<file path="src/hdl/osu_pkg.sv">
// shared constants, codes and types of the ordered sequence store
`default_nettype none

package osu_pkg;

  localparam int CAPACITY    = 32;
  localparam int VALUE_WIDTH = 32;
  localparam int CNT_W       = $clog2(CAPACITY + 1);
  localparam int IDX_W       = $clog2(CAPACITY);

  typedef logic signed [VALUE_WIDTH-1:0] elem_t;

  typedef enum logic [3:0] {
    CMD_PUSH_FRONT = 4'd0,
    CMD_PUSH_BACK  = 4'd1,
    CMD_INSERT_AT  = 4'd2,
    CMD_POP_FRONT  = 4'd3,
    CMD_POP_BACK   = 4'd4,
    CMD_REMOVE_AT  = 4'd5,
    CMD_SEARCH     = 4'd6,
    CMD_SORT       = 4'd7,
    CMD_REVERSE    = 4'd8
  } cmd_t;

  typedef enum logic [1:0] {
    ST_OK    = 2'd0,
    ST_RANGE = 2'd1,
    ST_EMPTY = 2'd2,
    ST_FULL  = 2'd3
  } status_t;

  typedef enum logic [2:0] {
    CELL_HOLD = 3'd0,
    CELL_INS  = 3'd1,
    CELL_DEL  = 3'd2,
    CELL_SORT = 3'd3,
    CELL_ROT  = 3'd4
  } cell_op_t;

  typedef struct packed {
    cell_op_t         op;
    logic [CNT_W-1:0] pos;
    logic [CNT_W-1:0] cnt;
    logic             phase;
  } cell_ctl_t;

endpackage

`default_nettype wire

</file>
<file path="src/hdl/osu_cell.sv">
// one storage cell of the element chain
`default_nettype none

module osu_cell (
  input  logic                      clk,
  input  osu_pkg::cell_ctl_t        ctl,
  input  logic [osu_pkg::CNT_W-1:0] idx,
  input  osu_pkg::elem_t            left_data,
  input  osu_pkg::elem_t            right_data,
  input  osu_pkg::elem_t            bcast,
  input  osu_pkg::elem_t            key,
  input  logic                      gt_left,
  output osu_pkg::elem_t            data,
  output logic                      gt_right,
  output logic                      hit
);
  import osu_pkg::*;

  logic [CNT_W-1:0] idx_inc;
  logic             lower;

  assign idx_inc  = idx + CNT_W'(1);
  assign lower    = (idx[0] == ctl.phase);
  assign gt_right = (data > right_data);
  assign hit      = (data == key) && (idx < ctl.cnt);

  always_ff @(posedge clk) begin
    case (ctl.op)
      CELL_INS: begin
        if (idx == ctl.pos) begin
          data <= bcast;
        end else if (idx > ctl.pos) begin
          data <= left_data;
        end
      end
      CELL_DEL: begin
        if (idx >= ctl.pos) begin
          data <= right_data;
        end
      end
      CELL_SORT: begin
        if (lower && (idx_inc < ctl.cnt) && gt_right) begin
          data <= right_data;
        end else if (!lower && (idx != '0) && (idx < ctl.cnt) && gt_left) begin
          data <= left_data;
        end
      end
      CELL_ROT: begin
        if (idx < ctl.pos) begin
          data <= right_data;
        end else if (idx == ctl.pos) begin
          data <= bcast;
        end
      end
      default: begin
      end
    endcase
  end

endmodule

`default_nettype wire

</file>
<file path="config.mk">
export PLATFORM = sky130hd
export DESIGN_NAME = osu_cell
export DESIGN_NICKNAME = d
export VERILOG_FILES = /design/src/hdl/osu_pkg.sv /design/src/hdl/osu_cell.sv
export SDC_FILE = /design/constraint.sdc
export NUM_CORES = 1
export LEC_CHECK = 0
export BUFFER_PORTS_ARGS = -buffer_cell sky130_fd_sc_hd__buf_2
export CAP_MARGIN = 5
export CORE_MARGIN = 10
export CORE_UTILIZATION = 49
export CTS_BUF_LIST = sky130_fd_sc_hd__clkbuf_4 sky130_fd_sc_hd__clkbuf_8
export CTS_CLUSTER_DIAMETER = 50
export CTS_CLUSTER_SIZE = 20
export DETAILED_ROUTE_END_ITERATION = 16
export GPL_ROUTABILITY_DRIVEN = 1
export PLACE_DENSITY = 0.9
export SETUP_SLACK_MARGIN = 0.1
export SLEW_MARGIN = 15
export SYNTH_ARGS = -nofsm -noshare
export SYNTH_HDL_FRONTEND = slang
export SYNTH_SLANG_ARGS = --single-unit
</file>
<file path="constraint.sdc">
create_clock -name clk -period 4.04 [get_ports clk]
set_input_delay 0.404 -clock clk [delete_from_list [all_inputs] [get_ports clk]]
set_output_delay 0.404 -clock clk [all_outputs]
set_load 0.02 [all_outputs]
</file>
# After elaboration in Yosys (flattened, before gate mapping)
# Cells that the tools add are included.
word_totals:
  in_bits: 152
  reg_bits: 32
  wordCells: 37
  output_inout_bits: 34
op_classes:
  order_cmp: 6
  mux: 8
  n_addsub: 1
  eq_ne: 11
  reduce_logical: 10
ops:
  columns: ["operator", "count"]
  rows:
  - ["$mux 32", 7]
  - ["$pmux 32 s4", 1]
  - ["$eq 32x32->1", 1]
  - ["$gt 32x32->1", 1]
  - ["$lt 6x6->1", 3]
  - ["$ne 3x3->1 const B", 3]
  - ["$add 6x1->6 const B", 1]
  - ["$eq 3x2->1 const B", 2]
  - ["$eq 6x6->1", 1]
  - ["$ge 6x6->1", 1]
  - ["$gt 6x6->1", 1]
  - ["$logic_and 1x1->1", 6]
  - ["$reduce_bool 6->1", 1]
  - ["$reduce_and 5->1", 1]
  - ["$reduce_bool 4->1", 1]
  - ["$eq 3x1->1 const B", 1]
  - ["$eq 3x3->1 const B", 1]
  - ["$ne 2x2->1 const B", 1]
  - ["$eq 1x1->1", 1]
  - ["$logic_not 1->1", 1]

# Depth between registers and ports, before layout
depth:
  word_depth: 8
  mapped_depth: 12
  mapped_depth_nobuf: 10

# Least setup slack after synthesis
# Ideal clock, no wire load.
synth_timing:
  path_kind: "register -> register"
  start: "register data[11]"
  end: "register data[0] (enable)"
  path_slack_ps: 768
  period_less_slack_ps: 3272
  required_ps: 3653
  setup_time_ps: 387
  path_stages_with_launch: 9
  path_buffers: 1
  arrival_time_ps: 2885
  path_cell_list: "edfxtp_1 > ha_1 > nand4_1 > or4_4 > o2111ai_1 > nand3_1 > buf_2 > nand3_1 > o211a_1"
synth_via:
  elab_chain_cells: 4
synth_lines:
  columns: ["item", "line", "text"]
  rows:
  - ["start: declaration", "osu_cell.sv:13", "output osu_pkg::elem_t data,"]
  - ["start signal: assignment", "osu_cell.sv:31", "data <= bcast;"]
  - ["start signal: assignment", "osu_cell.sv:33", "data <= left_data;"]
  - ["start signal: assignment", "osu_cell.sv:38", "data <= right_data;"]
  - ["$gt 32x32->1", "osu_cell.sv:24", "assign gt_right = (data > right_data);"]
  - ["$logic_and 1x1->1", "osu_cell.sv:42", "if (lower && (idx_inc < ctl.cnt) && gt_right) begin"]
  - ["$ne 3x3->1 (no source line)", null, null]
  - ["$reduce_and 5->1 (no source line)", null, null]
# No other way between the ends.
# A chain may end at the register's enable or synchronous reset.

# Final worst setup path
layout_timing:
  start: "register data[14]"
  end: "register data[18], data pin"
layout_via:
  elab_chain_cells: 4
layout_lines:
  columns: ["item", "line", "text"]
  rows:
  - ["$gt 32x32->1", "osu_cell.sv:24", null]
  - ["$logic_and 1x1->1", "osu_cell.sv:42", null]
  - ["$mux 32", "osu_cell.sv:42", null]
  - ["$pmux 32 s4", "osu_cell.sv:28", "case (ctl.op)"]
# No other way between the ends.

==> impl_metrics.tcl <==
set metrics [dict create \
    outcome "complete, no violations" \
    insertion_delay_ns 0.29 \
    htreeDepth 2 \
    synth_commonest_cells "ha_1 (50), inv_1 (48), a21oi_1 (47), nand4_1 (35), xor2_1 (35)" \
    startpoint_type "register" \
    drt_wl_total_mm 15.5 \
    routed_via_density 6.30 \
    layout-drive-gt1-share_pct 33.2 \
    syn_inst 461 \
    fin_tns_setup_ns 0 \
    antenna_cells 0 \
    fin_cells 735 \
    numCtsBuffers 5 \
    initialDrtViolationCount 367 \
    regMostFlops "data" \
    clk_transition_reported_paths_ns 0.08 \
    yosysUniqueCellTypes 41 \
    vias 4631 \
    yosysTopAreaCell "edfxtp_1" \
    slew_violations 0 \
    die_h_um 111 \
    cp_max_fo 12 \
    rsz0062_at_grt "no" \
    cp-end-kind "register" \
    ys_ff_latch 32 \
    dieArea_um2 12300 \
    hold-worst-slack_ns 0.424 \
    utilization_pct 63.1 \
    synth_edf_count 32 \
    synth_top_area_share_pct 23.7 \
    worst_slack_ns 0.693 \
    grt_pass1_vias 4752 \
    grt_pass1_wl_mm 24.2 \
    final_antenna_net_count 0 \
    synth.most_common_cell "ha_1" \
    tritoncts "built" \
    grtUsageTotal_pct 23.4 \
    final_nets 832 \
    clock-root-buffer "clkbuf_8" \
    max-slew-margin-rel_pct 36.6 \
    largest_register_ffs 32 \
    fmax_ghz 0.299 \
    cts_hold_buffers 0 \
    cts.sinks 32 \
    drc 0 \
    syn_to_final_growth_pct 26.7 \
    synth_area_leaders "edfxtp_1 (24%), ha_1 (15%), xor2_1 (7.6%)" \
    port-buffer-count 185 \
    core-area_um2 8130 \
    start_util_pct 49.8 \
    period_share_pct 82.8 \
    async_flop_share_pct 0 \
    avgSynthCellArea_um2 8.79 \
    finClkSkew_ns 0.0107 \
    hold_path_class "primary input to register" \
    grt-ovfl-total 0 \
    setup_viol 0 \
    grt_antenna_before_repair 0 \
    drv_cap 0 \
    wl_per_cell_um 21.1 \
    die_w_um 111 \
    min_period_ns 3.35 \
    cts_resized 0 \
    top_regs "data (32)" \
    synth_top_flop_cell "edfxtp_1" \
    worstSetupPathType "register to register" \
    cts_setup_buffers 0 \
    place_congestion 0.952 \
    ys_warn_count 0 \
    num_rows 33 \
    ctsLongestPathBuffers 2 \
    cp.arrival_ns 3.39 \
    cellLeakagePower_nw 2.47 \
    syn_area_um2 4050 \
    worst_slew_pin_slew_ns 0.951 \
    dr.pass1.iters 5 \
    ios 186 \
    grt_max_degree 39 \
    dp.final_hpwl_mm 12.5 \
    finalHoldViolCount 0 \
    powerDensity_nw_per_um2 253 \
    post-place-cells 728 \
    max-vdd-ir-drop_mv 0.123 \
    required_ns 4.09 \
    syn_nets 663 \
    synth_seq_area_share_pct 23.7 \
    dp_slack_ns 0.562 \
]
-- stage by stage --
stage               area, um2  total power, W
finish                   5130         0.00130
global placement         5050         0.00102
detailed placement       5050         0.00104
floorplan                4050        0.000801
global route             5130         0.00137
CTS                      5130         0.00129
-- cells by family after synthesis --
logic type                 share of synthesized area [%]
AOI/OAI and AO/OA                                   23.3
and+or+nand+nor                                     14.7
buffers and inverters                               7.97
adders and majority gates                           15.4
xor gates and xnor gates                            8.00
DFF                                                 23.7
muxes                                               6.92
-- routing by layer --
metal / part of all wire (%) / up-vias / track usage, %
met1: 37 / 2118 / 26.6
met3: 11 / 52 / 6.71
met2: 48 / 334 / 39.6
met4: 3.6 / 0 / 10.9
met5: 0 / - / 0
li1: - / 2127 / -
-- final cells by class --
type	count	area (um2)
Fill cell	710	3000
Multi-Input combinational cell	349	2780
Timing Repair Buffer	194	993
Sequential cell	32	961
Inverter	48	180
Tap cell	105	131
Clock buffer	6	76.3
Clock inverter	1	5.00
-- worst max-delay path, stage by stage, from the launching register on --
cell      delay [ns]
edfxtp_1        0.43
ha_1            0.36
nand4_1         0.21
or4_4           0.49
nor4_4          0.30
a311oi_2        0.12
and3_1          0.37
or3_4           0.46
a221o_1         0.35
-- report_power, final --
| group | switching [W] | internal (W) |
|---|---|---|
| Combinational | 0.000344 | 0.000234 |
| Clock | 0.000128 | 0.000124 |
| Sequential | 0.0000464 | 0.000423 |
-- worst paths after layout --
check             slack (ns)  cells after the start                 end          startpoint
setup / recovery        0.69                      8  data[18]$_DFFE_PP_  data[14]$_DFFE_PP_
hold / removal          0.42                      2   data[0]$_DFFE_PP_        left_data[0]
setup reg to reg        0.69                      8  data[18]$_DFFE_PP_  data[14]$_DFFE_PP_
hold reg to reg         1.41                      7  data[13]$_DFFE_PP_  data[15]$_DFFE_PP_
-- placed cells by master (no fill, tap or decap), drive strengths merged --
cell type  instances
a21boi             1
nand3              9
or3b               1
a211oi             2
nand2             17
and3               3
a32o               1
buf              194
a32oi             28
mux2i             28
inv               48
nand4             35
edfxtp            32
xor2              35
a2111oi            1
or3                1
or4                1
nor2b              5
o211a              1
o21ai              7
a211o              1
o21a               1
nor4              10
and2               2
clkinv             1
ha                50
a311oi             2
nor2               6
nand2b             3
a221o              5
a21oi             47
clkbuf             6
o2111ai            1
o31ai             28
and4               6
a31oi              1
a21o               8
xnor2              2
Note: power is estimated with default switching activity, not from simulation.
