$ cat src/hdl/osu_pkg.sv
// shared constants, codes and types of the ordered sequence store
`default_nettype none

package osu_pkg;

  localparam int CAPACITY    = 32;
  localparam int VALUE_WIDTH = 32;
  localparam int CNT_W       = $clog2(CAPACITY + 1);
  localparam int IDX_W       = $clog2(CAPACITY);

  typedef logic signed [VALUE_WIDTH-1:0] elem_t;

  typedef enum logic [3:0] {
    CMD_PUSH_FRONT = 4'd0,
    CMD_PUSH_BACK  = 4'd1,
    CMD_INSERT_AT  = 4'd2,
    CMD_POP_FRONT  = 4'd3,
    CMD_POP_BACK   = 4'd4,
    CMD_REMOVE_AT  = 4'd5,
    CMD_SEARCH     = 4'd6,
    CMD_SORT       = 4'd7,
    CMD_REVERSE    = 4'd8
  } cmd_t;

  typedef enum logic [1:0] {
    ST_OK    = 2'd0,
    ST_RANGE = 2'd1,
    ST_EMPTY = 2'd2,
    ST_FULL  = 2'd3
  } status_t;

  typedef enum logic [2:0] {
    CELL_HOLD = 3'd0,
    CELL_INS  = 3'd1,
    CELL_DEL  = 3'd2,
    CELL_SORT = 3'd3,
    CELL_ROT  = 3'd4
  } cell_op_t;

  typedef struct packed {
    cell_op_t         op;
    logic [CNT_W-1:0] pos;
    logic [CNT_W-1:0] cnt;
    logic             phase;
  } cell_ctl_t;

endpackage

`default_nettype wire

$ cat src/hdl/osu_ctrl.sv
// command decode, sort and reverse sequencer, count and result register
`default_nettype none

module osu_ctrl (
  input  logic                         clk,
  input  logic                         rst,
  input  logic                         in_valid,
  output logic                         in_stall,
  input  logic [3:0]                   command,
  input  logic [5:0]                   position,
  input  logic [osu_pkg::CAPACITY-1:0] hits,
  output osu_pkg::cell_ctl_t           ctl,
  output logic                         out_valid,
  input  logic                         out_stall,
  output logic [1:0]                   status,
  output logic                         found,
  output logic [4:0]                   match_index,
  output logic [5:0]                   count
);
  import osu_pkg::*;

  typedef enum logic [2:0] {
    S_IDLE = 3'b001,
    S_SORT = 3'b010,
    S_REV  = 3'b100
  } state_t;

  state_t           state, state_next;
  logic [CNT_W-1:0] cnt, cnt_next;
  logic [CNT_W-1:0] step, step_next;
  logic             take;
  logic             res_load;
  status_t          res_status;
  logic             res_found;
  logic [IDX_W-1:0] first_hit;
  logic [6:0]       pos7, cnt7, ipos7;
  logic [CNT_W-1:0] last;

  assign in_stall = (state != S_IDLE) || (out_valid && out_stall);
  assign take     = in_valid && !in_stall;
  assign pos7     = 7'(position);
  assign cnt7     = 7'(cnt);
  assign last     = cnt - CNT_W'(1);

  always_comb begin
    first_hit = '0;
    for (int i = CAPACITY - 1; i >= 0; i--) begin
      if (hits[i]) begin
        first_hit = IDX_W'(i);
      end
    end
  end

  always_comb begin
    ipos7 = pos7;
    if (command == CMD_PUSH_FRONT) begin
      ipos7 = '0;
    end else if (command == CMD_PUSH_BACK) begin
      ipos7 = cnt7;
    end
  end

  always_comb begin
    state_next = state;
    cnt_next   = cnt;
    step_next  = step;
    res_load   = 1'b0;
    res_status = ST_OK;
    res_found  = 1'b0;
    ctl.op     = CELL_HOLD;
    ctl.pos    = '0;
    ctl.cnt    = cnt;
    ctl.phase  = step[0];
    unique case (state)
      S_IDLE: begin
        if (take) begin
          res_load = 1'b1;
          unique case (command) inside
            CMD_PUSH_FRONT, CMD_PUSH_BACK, CMD_INSERT_AT: begin
              if (ipos7 > cnt7) begin
                res_status = ST_RANGE;
              end else if (cnt7 >= 7'(CAPACITY)) begin
                res_status = ST_FULL;
              end else begin
                ctl.op   = CELL_INS;
                ctl.pos  = CNT_W'(ipos7);
                cnt_next = cnt + CNT_W'(1);
              end
            end
            CMD_POP_FRONT, CMD_POP_BACK: begin
              if (cnt == '0) begin
                res_status = ST_EMPTY;
              end else begin
                ctl.op   = CELL_DEL;
                ctl.pos  = (command == CMD_POP_FRONT) ? '0 : last;
                cnt_next = last;
              end
            end
            CMD_REMOVE_AT: begin
              if (pos7 >= cnt7) begin
                res_status = ST_RANGE;
              end else begin
                ctl.op   = CELL_DEL;
                ctl.pos  = CNT_W'(pos7);
                cnt_next = last;
              end
            end
            CMD_SEARCH: begin
              res_found = |hits;
            end
            CMD_SORT: begin
              if (cnt7 >= 7'd2) begin
                res_load   = 1'b0;
                step_next  = '0;
                state_next = S_SORT;
              end
            end
            CMD_REVERSE: begin
              if (cnt7 >= 7'd2) begin
                res_load   = 1'b0;
                step_next  = last;
                state_next = S_REV;
              end
            end
            default: begin
            end
          endcase
        end
      end
      S_SORT: begin
        ctl.op    = CELL_SORT;
        step_next = step + CNT_W'(1);
        if (step == last) begin
          res_load   = 1'b1;
          state_next = S_IDLE;
        end
      end
      S_REV: begin
        ctl.op    = CELL_ROT;
        ctl.pos   = step;
        step_next = step - CNT_W'(1);
        if (step == CNT_W'(1)) begin
          res_load   = 1'b1;
          state_next = S_IDLE;
        end
      end
      default: begin
        state_next = S_IDLE;
      end
    endcase
  end

  always_ff @(posedge clk) begin
    if (rst) begin
      state     <= S_IDLE;
      cnt       <= '0;
      out_valid <= 1'b0;
    end else begin
      state <= state_next;
      cnt   <= cnt_next;
      if (res_load) begin
        out_valid <= 1'b1;
      end else if (!out_stall) begin
        out_valid <= 1'b0;
      end
    end
  end

  always_ff @(posedge clk) begin
    step <= step_next;
    if (res_load) begin
      status      <= res_status;
      found       <= res_found;
      match_index <= res_found ? 5'(first_hit) : 5'd0;
      count       <= 6'(cnt_next);
    end
  end

endmodule

`default_nettype wire

$ cat config.mk
export PLATFORM = sky130hd
export DESIGN_NAME = osu_ctrl
export DESIGN_NICKNAME = d
export VERILOG_FILES = /design/src/hdl/osu_pkg.sv /design/src/hdl/osu_ctrl.sv
export SDC_FILE = /design/constraint.sdc
export NUM_CORES = 1
export LEC_CHECK = 0
export ABC_AREA = 1
export ABC_CLOCK_PERIOD_IN_PS = 5400
export BUFFER_PORTS_ARGS = -buffer_cell sky130_fd_sc_hd__clkbuf_2
export CAP_MARGIN = 20
export CORE_MARGIN = 4
export CORE_UTILIZATION = 50
export DETAILED_ROUTE_END_ITERATION = 10
export GPL_ROUTABILITY_DRIVEN = 0
export PLACE_DENSITY = 0.77
export REMOVE_ABC_BUFFERS = 1
export SKIP_LAST_GASP = 1
export SYNTH_ARGS = -nofsm -noshare
export SYNTH_HDL_FRONTEND = slang
export SYNTH_SLANG_ARGS = --single-unit
$ cat constraint.sdc
create_clock -name clk -period 5.4 [get_ports clk]
set_input_delay 0.54 -clock clk [delete_from_list [all_inputs] [get_ports clk]]
set_output_delay 0.54 -clock clk [all_outputs]
set_load 0.02 [all_outputs]
==> Yosys cells after proc, flatten, opt, wreduce, memory -nomap -nowiden <==
Cells that the tools add are included.
{ "word_totals": {"ff_bits": 30, "latchBits": 0, "mem_bits_rw": 0, "mem_bits_ro": 0, "inputBits": 46, "output_inout_bits": 32, "wordCells": 138, "memories": 0} }
{ "classes": {"n_addsub": 4, "mul": 0, "n_div": 0, "n_lt_le_gt_ge": 4, "eq_ne": 21, "shift": 0, "mux": 77, "bitwise_logic": 1, "reduce_logical": 19} }
{ "op_table": {"columns": ["cell", "count"], "rows": [
  ["two-way mux 5 bit", 16],
  ["two-way mux 6 bit", 11],
  ["one-hot mux 6 bit (3 select lines)", 2],
  ["two-way mux 4 bit", 8],
  ["OR reduction 32 bit", 1],
  ["two-way mux 3 bit", 9],
  ["one-hot mux 6 bit (2 select lines)", 2],
  ["one-hot mux 8 bit (3 select lines)", 1],
  ["two-way mux 7 bit", 3],
  ["one-hot mux 3 bit (3 select lines)", 2],
  ["OR reduction 17 bit", 1],
  ["== test 4 x 3 -> 1 bit (second input constant)", 4],
  ["two-way mux 8 bit", 2],
  ["adder 6 x 1 -> 6 bit (second input constant)", 2],
  ["two-way mux 1 bit", 12],
  ["subtractor 6 x 1 -> 6 bit (second input constant)", 2],
  ["two-way mux 2 bit", 5],
  ["two-way mux 9 bit", 1],
  ["!= test 3 bit (second input constant)", 3],
  ["OR reduction 9 bit", 1],
  ["== test 4 x 2 -> 1 bit (second input constant)", 2],
  ["> comparator 7 x 6 -> 1 bit", 1],
  ["== test 6 x 1 -> 1 bit (second input constant)", 1],
  ["== test 6 bit", 1],
  ["27 further kinds", 33]
]} }

==> Depth between registers and ports, before layout <==
Gate-level depths: netlist (run 1).
{ "logic_depth": {"word_depth": 31, "mapped_depth": 31, "mapped_depth_nobuf": 31} }

==> Worst setup path after synthesis (run 1) <==
OpenSTA, ideal clock, no wires.
{ "synth_path": {"path_type": "input -> output", "startpoint": "input command[2]", "endpoint": "output ctl[7] (netlist bit)", "arrival_ps": 3103, "t_required_ps": 4860, "path_slack_ps": 1757, "cell_stages": 18, "n_path_buf": 1, "cell_sequence": "nor2_1 nand2_1 inv_1 clkbuf_1 nor2_1 a211oi_1 ha_1 a21oi_1 o21ai_0 a21oi_1 nand2_1 nand2_1 nand2_1 nor2_1 inv_1 o22ai_1 a21oi_1 o22ai_1"} }
{ "synth_lines": {"columns": ["item", "line_no", "source"], "rows": [
  ["start, declared", "osu_ctrl.sv:9", "input logic [3:0] command,"],
  ["end, declared", "osu_ctrl.sv:12", "output osu_pkg::cell_ctl_t ctl,"]
]} }

==> flow_summary_export.csv, run 1 <==
group,metric,value,unit
outcome,status,"complete, no violations",
grt,grt_pass1_vias,2889,
power_and_ir_drop,power_density,347,nW/um^2
cells_and_area,fin_nets,568,
cells_and_area,stdcell_count,577,
setup_path,required,4.86,ns
logic_synthesis,synth_area_leaders,"edfxtp_1, nand2_1, inv_1",
floorplanning,io-pin-count,78,
setup_path,path_class,"input port to output port",
detailed_routing,routed_via_density,5.48,
logic_synthesis,synth_area_leader_cell,"edfxtp_1",
hold_path,hp-class,"register to register",
detailed_routing,drt.antenna.violating_nets,0,
clock_network,clk_path_buf_depth,2,
floorplanning,rows,27,
placed_design,io_buffer_count,77,
placed_design,dp.cells,569,
floorplanning,start_util,0.517,
detailed_routing,routed-via-count,3163,
power_and_ir_drop,power,1170,uW
logic_synthesis,yosys_warnings,0,
clock_network,post_cts_buffers,0,
floorplanning,die_h,83.5,um
timing,setup_ws,1.37,ns
setup_path,cpMostUsedCell,"nand2_1",
placed_design,place_area,3290,um^2
cells_and_area,drive_gt1_frac,0.194,
detailed_routing,drt_iter0_drc,256,
power_and_ir_drop,peakVddDrop,0.247,mV
setup_path,setup.worst_path.start_class,"input port",
logic_synthesis,syn_area_per_cell,6.67,um^2
detailed_routing,wl_per_cell,13.5,um
timing,setup_viol,0,
setup_path,rrSetupSlack,2.27,ns
hold_path,worstHoldStart,"state[2]$_SDFFE_PP0P_",
clock_network,tritoncts.num_buffers,5,
logic_synthesis,synth-main-ff-cell,"edfxtp_1",
setup_path,reg2reg_to,"count[4]$_DFFE_PP_",
timing,relSlewSlack,0.473,
clock_network,cts-root-buf,"clkbuf_8",
timing,maxSlewViolCount,0,
placed_design,hpwl,6360,um
setup_path,crit_slowest_cell,"nor2_1",
setup_path,endpoint_kind,"output port",
setup_path,critPathMaxStageDelay,0.40,ns
clock_network,cts.sinks,30,
hold_path,min_path_cells,2,
clock_network,clock_latency,0.28,ns
cells_and_area,synthToLayoutAreaGrowth,18.3,%
setup_path,r2r_cells,14,
power_and_ir_drop,p_leak,0.00176,uW
logic_synthesis,synth_cell_type_count,41,
grt,antenna_found_initial,0,
cells_and_area,diodes,0,
flow_run,max-cap-violations,0,
setup_path,path_depth,18,
timing,skew,0.00436,ns
clock_network,clk_pin_slew,0.06,ns
grt,grt_first_pass_wirelength,12800,um
setup_path,path_buf_inv,4,
setup_path,crit_fanout,12,
logic_synthesis,ys_ff_latch,30,
logic_synthesis,async_flop_share,0,
hold_path,hold_end,"state[2]$_SDFFE_PP0P_",
logic_synthesis,synth.top_cell.area_share,0.211,
detailed_routing,wirelength,7770,um
timing,fmax,0.248,GHz
cells_and_area,finish.instance_area,3370,um^2
logic_synthesis,synthCells,427,
grt,grt_max_degree,16,
timing,hold_violations,0,
timing,worstMarginPinSlew,0.785,ns
detailed_routing,drc,0,
logic_synthesis,synth.cell_area,2850,um^2
clock_network,cts_tree,"built",
detailed_routing,first_pass_iters,5,
timing,rsz0062_at_grt,"false",
grt,gr-total-overflow,0,
grt,grt_usage,0.220,
floorplanning,die_x,83.5,um
clock_network,htreeDepth,2,
timing,period_needed,4.03,ns
clock_network,cts_resized,0,
timing,finalSetupTns,0,ns
clock_network,hold_buffers,0,
floorplanning,core_area,5510,um^2
timing,fin_crit_sh,0.747,
floorplanning,die_area,6960,um^2
placed_design,place_ws,1.42,ns
setup_path,r2r_start,"cnt[3]$_SDFF_PP0_",
setup_path,crit_family,"simple AND/OR/NAND/NOR gates",
setup_path,cp.arrival,3.49,ns
logic_synthesis,synth_edf_count,20,
logic_synthesis,yosysSeqAreaShare,0.281,
setup_path,path_cells,"clkbuf_2 > nor2_1 > nand2_1 > inv_1 > nor2_1 > a211oi_1 > ha_1 > and3_1 > a21oi_1 > nand2_1 > nand2_1 > nand2_1 > nor2_1 > inv_1 > o22ai_1 > a21oi_1 > o22ai_1 > clkbuf_2",
-- placed cells by master (no fill, tap or decap), drive strengths merged --
cell	n
inv	89
o211ai	6
o311ai	1
a211oi	8
o21a	3
nand2	96
dfxtp	10
xor2	5
nor2	51
o2111ai	1
nor4	3
o31ai	2
nand4	5
a311oi	1
o22ai	11
a31oi	2
a21oi	25
ha	18
or2	2
xnor2	3
o221ai	6
a221oi	5
edfxtp	20
nand3	14
clkbuf	85
buf	1
nor3	10
o21ai	20
clkinv	1
and3	1
-- cell type report --
cell class              count  area [um^2]
repair buffers             78          393
inverters                  90          338
flip-flops and latches     30          801
well taps                  72         90.1
multi-input cells         299         1670
clock buffers               8         80.1
fillers                   539         2140
-- kinds of logic (layout without fill, tap and decap cells) --
group,after synthesis,in the layout,share of synthesized area
buffers and inverters,98,176,0.133
adder cells (fa/ha/maj),18,18,0.0791
flip-flops,30,30,0.281
AO/OA/AOI/OAI,91,91,0.207
XOR/XNOR,8,8,0.0246
AND/OR/NAND/NOR,182,182,0.275
-- worst max-delay path by stage --
| stage | end | start | slack [ns] |
|---|---|---|---|
| after detailed placement | ctl[7] | command[2] | 1.42 |
| after global placement | ctl[7] | command[2] | 1.53 |
| after floorplan | ctl[7] | command[2] | 1.90 |
| after global routing | ctl[7] | command[2] | 1.02 |
| after CTS | ctl[7] | command[2] | 1.43 |
| final | ctl[7] | command[2] | 1.37 |
-- per-stage QoR --
stage          utilization  hold WS, ns
6_report             0.612        0.516
5_1_grt              0.612        0.531
4_1_cts              0.612        0.514
3_5_place_dp         0.597        0.507
3_3_place_gp         0.597        0.497
2_1_floorplan            -        0.470
-- cells in the mapped netlist (8+ instances only) --
cell type / instances
nor2_1: 48
nor3_1: 9
nand2_1: 94
dfxtp_1: 10
edfxtp_1: 20
o22ai_1: 10
nand3_1: 14
o21ai_0: 18
a211oi_1: 8
ha_1: 18
inv_1: 86
a21oi_1: 24
-- report_power, final --
| part | internal (uW) | switching, uW | total (uW) |
|---|---|---|---|
| sequential | 345 | 71.4 | 416 |
| combinational | 189 | 397 | 586 |
| clock | 91.3 | 76.8 | 168 |
| total | 625 | 545 | 1170 |
-- worst reg2reg max path, delay by kind of cell (launching register included) --
kind	cells	cell delay, ns
flip-flops	1	0.57
AND/OR/NAND/NOR	7	0.93
buffers and inverters	2	0.31
AO/OA/AOI/OAI	4	0.79
adder cells (fa/ha/maj)	1	0.29
-- routing by layer --
layer / vias up / track usage / part of all wire
met5: - / 0 / 0
met4: 0 / 0.0643 / 0.015
met3: 15 / 0.0454 / 0.077
met2: 126 / 0.378 / 0.47
met1: 1441 / 0.277 / 0.43
li1: 1581 / - / -
-- flip-flops by register name (all words and copies together), names as in the netlist --
| register | flops |
|---|---|
| status | 2 |
| out_valid | 1 |
| count | 6 |
| match_index | 5 |
| found | 1 |
| step | 6 |
| cnt | 6 |
| state | 3 |
No activity file was read; power rests on OpenSTA's default activity.
==> inputs of run 2 (changes only) <==
- ABC_AREA: 1 -> 0
- ABC_CLOCK_PERIOD_IN_PS: 5400 -> 3300
- CORE_UTILIZATION: 50 -> 48
- clock period: 5.4 -> 3.3 ns (I/O delays scaled with it)
==> flow_summary_export.csv, run 2 <==
group,metric,value,unit
grt,grt_first_pass_wirelength,14000,um
clock_network,htreeDepth,2,
detailed_routing,routed_via_density,6.08,
logic_synthesis,synth_edf_count,20,
logic_synthesis,synth-main-ff-cell,"edfxtp_1",
detailed_routing,drc,0,
detailed_routing,first_pass_iters,5,
placed_design,io_buffer_count,77,
power_and_ir_drop,p_leak,0.00148,uW
cells_and_area,diodes,0,
timing,worstMarginPinSlew,0.625,ns
setup_path,critPathMaxStageDelay,0.43,ns
logic_synthesis,synth_area_leader_cell,"edfxtp_1",
setup_path,r2r_cells,11,
clock_network,clk_path_buf_depth,2,
detailed_routing,wl_per_cell,17.0,um
clock_network,clock_latency,0.28,ns
grt,grt_max_degree,16,
clock_network,hold_buffers,0,
clock_network,cts.sinks,30,
logic_synthesis,yosysMostFrequentCell,"nand2_1",
timing,relSlewSlack,0.580,
cells_and_area,layout.area.seq,805,um^2
cells_and_area,post-route-util,0.611,
setup_path,path_class,"input port to output port",
hold_path,min_path_cells,3,
grt,grt_usage,0.241,
cells_and_area,final_cell_mix,"clkbuf_2, nand2_1, nor2_1",
logic_synthesis,synth_area_leaders,"edfxtp_1, ha_1, dfxtp_1",
timing,period_needed,3.19,ns
setup_path,crit_fanout,8,
logic_synthesis,yosys_warnings,0,
cells_and_area,synthToLayoutAreaGrowth,21.8,%
hold_path,hp-class,"input port to register",
cells_and_area,fillerInstances,516,
detailed_routing,drt_iter0_drc,300,
setup_path,cp.arrival,2.86,ns
cells_and_area,reg.largest.list,"cnt x6, count x6, step x6",
setup_path,cpMostUsedCell,"nand2_1",
detailed_routing,drt.antenna.violating_nets,0,
cells_and_area,fin_nets,499,
floorplanning,io-pin-count,78,
clock_network,cts-root-buf,"clkbuf_8",
placed_design,place_ws,0.0453,ns
floorplanning,die_area,7150,um^2
floorplanning,core_area,5610,um^2
logic_synthesis,synth_cell_type_count,63,
logic_synthesis,async_flop_share,0,
logic_synthesis,synth.cell_area,2810,um^2
setup_path,crit_slowest_cell,"or3_4",
timing,maxSlewViolCount,0,
setup_path,endpoint_kind,"output port",
cells_and_area,final_common_cell,"clkbuf_2",
timing,hold_violations,0,
timing,skew,0.00355,ns
detailed_routing,wirelength,8630,um
timing,setup_viol,0,
floorplanning,die_h,84.6,um
floorplanning,rows,27,
clock_network,clk_pin_slew,0.06,ns
setup_path,path_cells,"clkbuf_2 > or3_4 > nand2_1 > nand2_1 > ha_4 > nand3b_1 > a21oi_2 > o31a_1 > nor3_1 > buf_4 > a222oi_1 > o22ai_1 > buf_2",
floorplanning,die_x,84.6,um
placed_design,hpwl,6820,um
setup_path,required,2.97,ns
grt,gr-total-overflow,0,
power_and_ir_drop,power_density,283,nW/um^2
timing,fin_crit_sh,0.967,
setup_path,setup.worst_path.start_class,"input port",
power_and_ir_drop,peakVddDrop,0.225,mV
outcome,status,"complete, no violations",
cells_and_area,multi_input_area,1880,um^2
timing,fmax,0.313,GHz
logic_synthesis,synth.top_cell.area_share,0.213,
floorplanning,start_util,0.502,
timing,setup_ws,0.109,ns
logic_synthesis,synthCells,355,
grt,grt_pass1_vias,2988,
logic_synthesis,yosysSeqAreaShare,0.285,
flow_run,max-cap-violations,0,
logic_synthesis,yosys-top-cells-count,"nand2_1, nor2_1, a21oi_1",
logic_synthesis,syn_area_per_cell,7.93,um^2
clock_network,tritoncts.num_buffers,5,
grt,antenna_found_initial,0,
detailed_routing,routed-via-count,3090,
logic_synthesis,ys_ff_latch,30,
cells_and_area,drive_gt1_frac,0.261,
clock_network,cts_tree,"built",
-- run 2: changes by cell type in the layout (fill, tap and decap cells not counted), moves of 6 or more --
cell,before,now
inv_1,86,21
nand2_1,94,39
nor2_1,48,28
buf_4,1,14
nor4_1,2,11
a21o_1,0,8
o21ai_0,18,10
xnor2_1,3,11
nor3_1,9,16
o22ai_1,10,3
nand2b_1,0,6
nor2b_1,0,6
-- run 2: worst paths after layout --
kind,start,to,slack (ns)
hold reg to reg,out_valid$_SDFFE_PP0P_,out_valid$_SDFFE_PP0P_,0.57
hold / removal,out_stall,out_valid$_SDFFE_PP0P_,0.33
setup / recovery,command[3],ctl[8],0.11
setup reg to reg,cnt[2]$_SDFF_PP0_,count[1]$_DFFE_PP_,0.70
-- run 2: what timing repair did --
action | CTS | global route
hold endpoints to repair | 0 | 0
gates resized for setup | 0 | 8
endpoints found under the setup margin | 0 | 6
setup buffers | 0 | 2
-- run 2: report_power, final --
group / leakage [uW] / internal [uW] / switching (uW)
Sequential: 0.000277 / 415 / 8.69
Combinational: 0.00116 / 99.7 / 154
Clock: 0.0000416 / 144 / 147
Total: 0.00148 / 659 / 310
-- run 2: through the flow --
stage | hold WS [ns] | instances | cell area (um^2) | TNS [ns] | power (uW)
finish | 0.333 | 508 | 3430 | 0 | 969
floorplan | 0.392 | 337 | 2740 | 0 | 568
global placement | 0.553 | 498 | 3300 | 0 | 668
global route | 0.358 | 508 | 3430 | -0.00262 | 1020
CTS | 0.328 | 506 | 3390 | 0 | 962
detailed placement | 0.567 | 498 | 3300 | 0 | 676
-- run 2: area by class of cell --
| class | count | area share |
|---|---|---|
| inverter | 21 | 0.0230 |
| sequential | 30 | 0.235 |
| multi-input combinational | 286 | 0.548 |
| clock buffer | 5 | 0.0201 |
| timing repair buffer | 91 | 0.143 |
| clock inverter | 3 | 0.00475 |
| tap | 72 | 0.0263 |
-- run 2: routing by layer --
layer,vias up,routed length (um),track usage
met4,0,167,0.0906
met2,159,4010,0.394
li1,1505,-,-
met5,-,0,0
met3,15,863,0.0481
met1,1411,3590,0.312
-- run 2: logic make-up (layout without fill, tap and decap cells) --
kind of cell    after synthesis  count (layout)  share of synthesized area
simple gates                153             153                      0.280
compound gates               98              98                      0.241
buf+inv                      39             120                     0.0556
flops                        30              30                      0.285
fa+ha+maj                    18              18                     0.0800
xor+xnor                     15              15                     0.0516
mux                           2               2                    0.00756
-- run 2: worst max-delay path: cells and delay by family --
family | cells | cell delay, ns
AND/OR/NAND/NOR | 5 | 0.76
adder cells (fa/ha/maj) | 1 | 0.29
AO/OA/AOI/OAI | 4 | 0.97
buffers and inverters | 3 | 0.50
